===== src/rtl/slq_pkg.sv =====
// Shared types and constants for the sorted list engine.
// No dependencies; every other file imports this package.
package slq_pkg;

  localparam int DEPTH_DEF = 16;
  localparam int VAL_W     = 32;
  localparam int POS_W     = 5;

  typedef logic signed [VAL_W-1:0] value_t;

  typedef enum logic [1:0] {
    OP_ORD_INS = 2'd0,
    OP_IDX_INS = 2'd1,
    OP_IDX_DEL = 2'd2,
    OP_VAL_DEL = 2'd3
  } op_t;

  typedef enum logic [1:0] {
    ST_OK       = 2'd0,
    ST_FULL     = 2'd1,
    ST_RANGE    = 2'd2,
    ST_NOTFOUND = 2'd3
  } status_t;

  typedef struct packed {
    op_t                op;
    logic               we;
    value_t             val;
    logic [POS_W-1:0]   pos;
  } ctl_t;

endpackage


===== src/rtl/slq_if.sv =====
// Valid/ready channel interfaces for command and result words.
// Depends on slq_pkg for the field widths.
interface slq_cmd_if import slq_pkg::*; ();
  logic               valid;
  logic               ready;
  logic [1:0]         command;
  value_t             value;
  logic [POS_W-1:0]   position;

  modport source (output valid, command, value, position, input ready);
  modport sink   (input valid, command, value, position, output ready);
endinterface

interface slq_res_if import slq_pkg::*; ();
  logic         valid;
  logic         ready;
  logic [1:0]   status;
  value_t       removed_value;
  logic         empty_res;

  modport source (output valid, status, removed_value, empty_res, input ready);
  modport sink   (input valid, status, removed_value, empty_res, output ready);
endinterface


===== src/rtl/slq_cell.sv =====
// One list slot: holds an entry, finds its own hit and shifts with its neighbors.
// Depends on slq_pkg.
module slq_cell import slq_pkg::*; #(
  parameter int IDX = 0
) (
  input  logic    clk,
  input  ctl_t    ctl,
  input  logic    vld,
  input  value_t  left,
  input  value_t  right,
  input  logic    hit_in,
  input  value_t  carry_in,
  output value_t  value,
  output logic    hit_out,
  output value_t  carry_out
);

  logic my_hit;
  logic at_pos;

  assign at_pos = (32'(ctl.pos) == 32'(IDX));

  always_comb begin
    unique case (ctl.op)
      OP_ORD_INS: my_hit = !vld || !(value < ctl.val);
      OP_IDX_INS: my_hit = at_pos;
      OP_IDX_DEL: my_hit = at_pos;
      OP_VAL_DEL: my_hit = vld && (value == ctl.val);
      default:    my_hit = 1'b0;
    endcase
  end

  assign hit_out   = hit_in || my_hit;
  assign carry_out = (my_hit && !hit_in) ? value : carry_in;

  always_ff @(posedge clk) begin
    if (ctl.we) begin
      if (ctl.op == OP_ORD_INS || ctl.op == OP_IDX_INS) begin
        if (hit_in) begin
          value <= left;
        end else if (my_hit) begin
          value <= ctl.val;
        end
      end else if (hit_out) begin
        value <= right;
      end
    end
  end

endmodule


===== src/rtl/sorted_list_engine_top.sv =====
// Sorted list engine top: row of list cells, entry count and result register.
// Depends on slq_pkg, slq_if and slq_cell.
//
//   channel  dir  fields
//   cmd      in   command, value, position
//   res      out  status, removed_value, empty_res
//
// One command per cycle while results are taken; its result word is registered and shows in the next cycle.
// The hit chain through the row of cells sets the critical path.
// Reset empties the list at once; entries need no clearing.
// A stalled result holds the command side until it is taken.
module sorted_list_engine_top import slq_pkg::*; #(
  parameter int DEPTH = DEPTH_DEF
) (
  input  logic         clk,
  input  logic         rst,
  slq_cmd_if.sink      cmd,
  slq_res_if.source    res
);

  localparam int CW   = $clog2(DEPTH + 1);
  localparam int CMPW = (CW > POS_W) ? CW : POS_W;

  logic [CW-1:0]   count;
  logic [CW-1:0]   count_next;
  logic            accept;
  logic            full;
  logic [CMPW-1:0] pos_x;
  logic [CMPW-1:0] cnt_x;
  status_t         st;
  ctl_t            ctl;
  value_t          vals  [DEPTH];
  logic            vld   [DEPTH];
  logic            hit   [DEPTH+1];
  value_t          carry [DEPTH+1];

  assign cmd.ready = !res.valid || res.ready;
  assign accept    = cmd.valid && cmd.ready;
  assign full      = (count == CW'(DEPTH));
  assign pos_x     = CMPW'(cmd.position);
  assign cnt_x     = CMPW'(count);

  assign hit[0]   = 1'b0;
  assign carry[0] = '1;

  always_comb begin
    unique case (op_t'(cmd.command))
      OP_ORD_INS: st = full ? ST_FULL : ST_OK;
      OP_IDX_INS: st = full ? ST_FULL : ((pos_x > cnt_x) ? ST_RANGE : ST_OK);
      OP_IDX_DEL: st = (pos_x >= cnt_x) ? ST_RANGE : ST_OK;
      OP_VAL_DEL: st = hit[DEPTH] ? ST_OK : ST_NOTFOUND;
      default:    st = ST_OK;
    endcase
  end

  always_comb begin
    ctl.op  = op_t'(cmd.command);
    ctl.we  = accept && (st == ST_OK);
    ctl.val = cmd.value;
    ctl.pos = cmd.position;
  end

  always_comb begin
    count_next = count;
    if (ctl.we) begin
      if (ctl.op == OP_ORD_INS || ctl.op == OP_IDX_INS) begin
        count_next = count + CW'(1);
      end else begin
        count_next = count - CW'(1);
      end
    end
  end

  for (genvar i = 0; i < DEPTH; i++) begin : g_cell
    assign vld[i] = (count > CW'(i));

    slq_cell #(
      .IDX (i)
    ) u_cell (
      .clk       (clk),
      .ctl       (ctl),
      .vld       (vld[i]),
      .left      ((i == 0) ? cmd.value : vals[(i == 0) ? 0 : i - 1]),
      .right     ((i == DEPTH - 1) ? vals[i] : vals[(i == DEPTH - 1) ? i : i + 1]),
      .hit_in    (hit[i]),
      .carry_in  (carry[i]),
      .value     (vals[i]),
      .hit_out   (hit[i+1]),
      .carry_out (carry[i+1])
    );
  end

  always_ff @(posedge clk) begin
    if (rst) begin
      count     <= '0;
      res.valid <= 1'b0;
    end else begin
      count <= count_next;
      if (accept) begin
        res.valid <= 1'b1;
      end else if (res.ready) begin
        res.valid <= 1'b0;
      end
    end
  end

  always_ff @(posedge clk) begin
    if (accept) begin
      res.status        <= st;
      res.removed_value <= (ctl.op == OP_IDX_DEL && st == ST_OK) ? carry[DEPTH] : '1;
      res.empty_res     <= (count_next == '0);
    end
  end

endmodule

===== src/flat_wrapper.sv =====
// flat-port wrapper written by rule: the top's interface ports become plain ports
module sorted_list_engine_top_flat import slq_pkg::*;
#(
  parameter int DEPTH = DEPTH_DEF
)
  (clk, rst, cmd_valid, cmd_command, cmd_value, cmd_position, cmd_ready, res_valid, res_status, res_removed_value, res_empty_res, res_ready);
  slq_cmd_if cmd_i ();
  slq_res_if res_i ();
  input  logic clk;
  input  logic rst;
  input wire logic [$bits(cmd_i.valid)-1:0] cmd_valid;
  input wire logic [$bits(cmd_i.command)-1:0] cmd_command;
  input wire logic [$bits(cmd_i.value)-1:0] cmd_value;
  input wire logic [$bits(cmd_i.position)-1:0] cmd_position;
  output wire logic [$bits(cmd_i.ready)-1:0] cmd_ready;
  output wire logic [$bits(res_i.valid)-1:0] res_valid;
  output wire logic [$bits(res_i.status)-1:0] res_status;
  output wire logic [$bits(res_i.removed_value)-1:0] res_removed_value;
  output wire logic [$bits(res_i.empty_res)-1:0] res_empty_res;
  input wire logic [$bits(res_i.ready)-1:0] res_ready;
  assign cmd_i.valid = cmd_valid;
  assign cmd_i.command = cmd_command;
  assign cmd_i.value = cmd_value;
  assign cmd_i.position = cmd_position;
  assign cmd_ready = cmd_i.ready;
  assign res_valid = res_i.valid;
  assign res_status = res_i.status;
  assign res_removed_value = res_i.removed_value;
  assign res_empty_res = res_i.empty_res;
  assign res_i.ready = res_ready;
  sorted_list_engine_top #(.DEPTH(DEPTH)) u_core (.clk(clk), .rst(rst), .cmd(cmd_i), .res(res_i));
endmodule

===== config.mk =====
export PLATFORM = sky130hd
export DESIGN_NAME = sorted_list_engine_top_flat
export DESIGN_NICKNAME = d
export VERILOG_FILES = /design/src/rtl/slq_pkg.sv /design/src/rtl/slq_if.sv /design/src/rtl/slq_cell.sv /design/src/rtl/sorted_list_engine_top.sv /design/src/flat_wrapper.sv
export SDC_FILE = /design/constraint.sdc
export NUM_CORES = 2
export LEC_CHECK = 0
export BUFFER_PORTS_ARGS = -buffer_cell sky130_fd_sc_hd__buf_4
export CORE_UTILIZATION = 45
export CTS_BUF_LIST = sky130_fd_sc_hd__clkbuf_4 sky130_fd_sc_hd__clkbuf_8
export DETAILED_ROUTE_END_ITERATION = 7
export GPL_TIMING_DRIVEN = 0
export PLACE_DENSITY = 0.56
export SYNTH_ARGS = -nofsm -noshare
export SYNTH_HDL_FRONTEND = slang
export SYNTH_SLANG_ARGS = --single-unit

===== constraint.sdc =====
create_clock -name clk -period 12.2 [get_ports clk]
set_clock_uncertainty 0.2 [all_clocks]
set_input_delay 1.22 -clock clk [delete_from_list [all_inputs] [get_ports clk]]
set_output_delay 1.22 -clock clk [all_outputs]
set_load 0.01 [all_outputs]

==> results_tabular.tex <==
\begin{tabular}{lr}
\hline
Metric & Value \\
\hline
\multicolumn{2}{l}{\textbf{Outcome}} \\
\quad Outcome & finished with violations \\
\quad Violated checks & DRC, capacitance limit, slew limit \\
\multicolumn{2}{l}{\textbf{Drt}} \\
\quad Iteration count of the initial detailed-routing pass & 8 \\
\quad DRC & 12 \\
\quad ANT nets after route & 0 \\
\quad DR iter-0 viols & around 6.9k \\
\quad Avg WL per Cell & $\sim$32 um \\
\quad WL final & between 200000 and 250000 um \\
\quad Via count & roughly 44k \\
\quad Detail-routed via count per cell & 6.751 \\
\multicolumn{2}{l}{\textbf{Setup path}} \\
\quad Critical Path Source & cmd\_value[31] \\
\quad Endpoint class of the critical path & flop \\
\quad Endpoint required time on the critical path & 12.67 ns \\
\quad Cell Chain, Critical Path & buf\_4 -> inv\_1 -> clkbuf\_1 -> buf\_16 -> ha\_1 -> nand4\_1 -> nor4\_1 -> o211ai\_1 -> a21oi\_1 -> a2111o\_1 -> mux2i\_1 -> a211oi\_1 -> nand3\_1 -> clkbuf\_1 -> clkbuf\_1 -> o221ai\_1 -> nor4\_1 -> o32a\_1 \\
\quad Maximum cell stage delay along the critical path & 1.03 ns \\
\quad Crit path top cell by count & sky130\_fd\_sc\_hd\_\_clkbuf\_1 \\
\quad Start-to-end type of the worst setup path & in2reg \\
\quad Cell type of the slowest stage on the worst timing path & sky130\_fd\_sc\_hd\_\_nor4\_1 \\
\quad CP startpoint kind & input port \\
\quad Crit path max fanout & 14 \\
\quad Start of the worst register-to-register path & u\_core.g\_cell[8].u\_cell.value[31] \\
\quad Worst Path Arrival & 9.46 ns \\
\multicolumn{2}{l}{\textbf{STA}} \\
\quad Worst-margin pin slew & between 1.5 and 2 ns \\
\quad Final Hold Violating Endpoints & 0 \\
\quad Sum Neg Setup Slack & 0 ns \\
\quad Max transition margin & -8.508\% \\
\quad Max Fclk & roughly 110 MHz \\
\quad Period utilisation layout & about three quarters \\
\quad Total count of max-transition violations in the final report & 11 \\
\quad Post-route minimum period & 8.986 ns \\
\quad Unrepaired setup endpoints after global routing & no \\
\quad \# setup viols final & 0 \\
\multicolumn{2}{l}{\textbf{Clocking}} \\
\quad Worst-path clk slew & $\sim$0.06 ns \\
\quad Maximum clock insertion buffer count & 3 \\
\quad Number of levels in the clock H-tree & 3 \\
\quad Buffers inserted by post-CTS timing repair & 0 \\
\quad \# resized after CTS & 0 \\
\quad Clock tree from TritonCTS & done \\
\quad Cell chosen for the clock root & sky130\_fd\_sc\_hd\_\_clkbuf\_8 \\
\quad Worst skew pair latency & between 0.8 and 0.9 ns \\
\quad Clk sinks & 553 \\
\quad Number of buffers added by the clock tree synthesis step & between 100 and 150 \\
\quad Post-CTS Hold Fix Bufs & 0 \\
\multicolumn{2}{l}{\textbf{Logic synthesis}} \\
\quad Most common cell in the netlist & sky130\_fd\_sc\_hd\_\_nand2\_1 \\
\quad Count of flip-flops with a built-in enable after synthesis & approximately 550 \\
\quad Post-synthesis cell count & 4891 \\
\quad Fraction of the yosys area taken by sequential cells & 38.45\% \\
\quad Post-synthesis cell type with the largest combined area & sky130\_fd\_sc\_hd\_\_edfxtp\_1 \\
\quad Number of synthesized register bits & 553 \\
\quad Distinct cell type count of the synthesized netlist & 94 \\
\quad Share of async-settable or async-resettable flops after synthesis & 0\% \\
\quad Leading post-synthesis cells by instance count & sky130\_fd\_sc\_hd\_\_nand2\_1, sky130\_fd\_sc\_hd\_\_o21ai\_0, sky130\_fd\_sc\_hd\_\_edfxtp\_1 \\
\quad Ranking of synthesized cells by area & sky130\_fd\_sc\_hd\_\_edfxtp\_1, sky130\_fd\_sc\_hd\_\_ha\_1, sky130\_fd\_sc\_hd\_\_o21ai\_0, sky130\_fd\_sc\_hd\_\_nand2\_1, sky130\_fd\_sc\_hd\_\_a21oi\_1 \\
\quad Share of the synthesized area in the top cell type & 38.17\% \\
\quad Prevailing post-synth register cell & sky130\_fd\_sc\_hd\_\_edfxtp\_1 \\
\quad Post-synth design cell area & 43030 um2 \\
\quad Number of nets in the synthesized netlist & $\sim$5.5k \\
\quad Post-synthesis average cell area & 8.798 um2 \\
\quad Synth warnings & 0 \\
\multicolumn{2}{l}{\textbf{Floorplanning}} \\
\quad Area enclosed by the die boundary & a little under 100000 um2 \\
\quad Die Height & between 300 and 400 um \\
\quad Initial core utilization & 45.36\% \\
\quad Ports placed on the boundary & 80 \\
\quad Row count & $\sim$110 \\
\quad Die boundary width & between 300 and 400 um \\
\quad Core Footprint & 94870 um2 \\
\multicolumn{2}{l}{\textbf{Finish}} \\
\quad Net total in the final layout & roughly 5.7k \\
\quad Layout overhead on the synthesized area & 11.62\% \\
\quad Post-layout instance count excluding filler cells & approximately 6.5k \\
\quad Share of post-route cells with drive strength above 1 & around 7.9\% \\
\quad Share of the core filled with cells & between 50\% and 60\% \\
\multicolumn{2}{l}{\textbf{Power}} \\
\quad Sw Ratio & between 30\% and 40\% \\
\quad Proportion of power drawn by flip-flops and latches & roughly 41\% \\
\quad Reported net switching power & roughly 2.5 mW \\
\quad Leakage power & roughly 19 nW \\
\quad P per Cell Area & around 140 nW/um2 \\
\quad Internal Pwr Total & around 4 mW \\
\quad Worst vdd rail ir drop & 0.08366 mV \\
\quad Comb pwr share & between 20\% and 30\% \\
\quad Share of power burned in the clock network & between 30\% and 40\% \\
\multicolumn{2}{l}{\textbf{GRT}} \\
\quad Vias in the first global route & about 40k \\
\quad Overall track demand over capacity in global routing & between 40 and 50\% \\
\quad Maximum number of pins on one net before global-route repair & 36 \\
\quad Global-route wire length before repair & about 290000 um \\
\quad Initial antenna violation count & 4 \\
\quad Congestion Overflow GR & 0 \\
\multicolumn{2}{l}{\textbf{Place}} \\
\quad Count of buffers inserted at the top-level ports & 79 \\
\quad Post-detailed-placement half-perimeter wirelength & $\sim$160000 um \\
\quad Final weighted congestion in routability-driven placement & 1.042 \\
\quad Placed Instances & approximately 6.3k \\
\multicolumn{2}{l}{\textbf{Job}} \\
\quad Max cap viols & 1 \\
\multicolumn{2}{l}{\textbf{Hold path}} \\
\quad Tightest Hold Check Type & reg2reg \\
\quad Min-Delay Startpoint & u\_core.res.valid \\
\hline
\end{tabular}
-- logic make-up after synthesis --
kind of cell	share of synthesized area [%]
muxes	2.620
buffers and inverters	3.696
adders and majority gates	15.29
and+or+nand+nor	17.28
AOI/OAI and AO/OA	22.58
xor gates and xnor gates	0.08141
DFF	38.45
-- stage by stage --
step | hold slack, ns | cell area (um2) | setup slack [ns] | power [mW]
after floorplan | 0.3012 | 43030 | 5.061 | 3.642
after global placement | 0.3315 | 45210 | 1.139 | 4.372
after detailed placement | 0.3356 | 45860 | 2.972 | 4.444
after CTS | 0.3453 | 48020 | 3.802 | 6.410
after global routing | 0.3750 | 48020 | 3.313 | 6.715
final | 0.3518 | 48030 | 3.214 | 6.497
-- area by class of cell --
class / instances / area (um2)
clock inverter: 50 / 337.8
inverter: 99 / 371.6
fill: 9310 / 46840
antenna: 5 / 12.51
multi-input combinational: 3931 / 25030
tap: 1265 / 1583
sequential: 553 / 16550
clock buffer: 149 / 1826
buffer: 308 / 1259
timing repair buffer: 98 / 1066
-- metal layers --
metal,routed length (um),vias to the layer above,global-route usage (%),part of all wire [%]
li1,-,18980,-,-
met1,87150,21180,60.22,42
met2,81540,2975,56.50,40
met3,27740,457,12.05,13
met4,9641,4,17.10,4.7
met5,64,-,0,0.031
-- worst paths after layout --
path / endpoint / slack, ns / cells after the start
worst min-delay path: u_core.res.valid / 0.35 / 2
worst max-delay path: u_core.res.removed_value[13] / 3.21 / 18
worst min register to register: u_core.res.valid / 0.35 / 2
worst max register to register: u_core.res.removed_value[13] / 4.16 / 14
-- registers in the layout, indices dropped and copies added, names as in the netlist --
name                        cells
u_core.cnt_x                    5
u_core.res.empty_res            1
u_core.g_cell.u_cell.value    512
u_core.res.valid                1
u_core.res.removed_value       32
u_core.res.status               2
-- power by group through the flow --
| stage | clock network, mW | logic, mW | registers [mW] |
|---|---|---|---|
| 2_1_floorplan | 0 | 1.06 | 2.58 |
| 4_1_cts | 1.99 | 1.74 | 2.67 |
| 5_1_grt | 2.06 | 1.96 | 2.69 |
| 3_3_place_gp | 0 | 1.65 | 2.73 |
| 3_5_place_dp | 0 | 1.74 | 2.71 |
| 6_report | 1.99 | 1.82 | 2.69 |
-- placed cells by master (no fill, tap or decap), types with 33 or more instances in the layout --
cell type	n
sky130_fd_sc_hd__a21o_1	37
sky130_fd_sc_hd__o22ai_1	54
sky130_fd_sc_hd__clkbuf_4	36
sky130_fd_sc_hd__a211oi_1	33
sky130_fd_sc_hd__nand4_1	97
sky130_fd_sc_hd__a21oi_1	508
sky130_fd_sc_hd__a31oi_1	74
sky130_fd_sc_hd__nor3_1	55
sky130_fd_sc_hd__o221ai_1	41
sky130_fd_sc_hd__o211ai_1	35
sky130_fd_sc_hd__o21ai_0	596
sky130_fd_sc_hd__clkbuf_1	228
sky130_fd_sc_hd__nand3_1	77
sky130_fd_sc_hd__mux2i_1	107
sky130_fd_sc_hd__clkbuf_8	113
sky130_fd_sc_hd__nor2_1	472
sky130_fd_sc_hd__ha_1	526
sky130_fd_sc_hd__buf_4	86
sky130_fd_sc_hd__nand2_1	705
sky130_fd_sc_hd__edfxtp_1	547
sky130_fd_sc_hd__inv_1	96
-- worst max-delay path, delay by kind of cell --
kind                       cells  cell delay, ns
AOI/OAI and AO/OA              6            1.67
adders and majority gates      1            0.38
buffers and inverters          6            2.72
muxes                          1            0.79
and+or+nand+nor                4            2.63
Power figures use the tool's default switching activity.
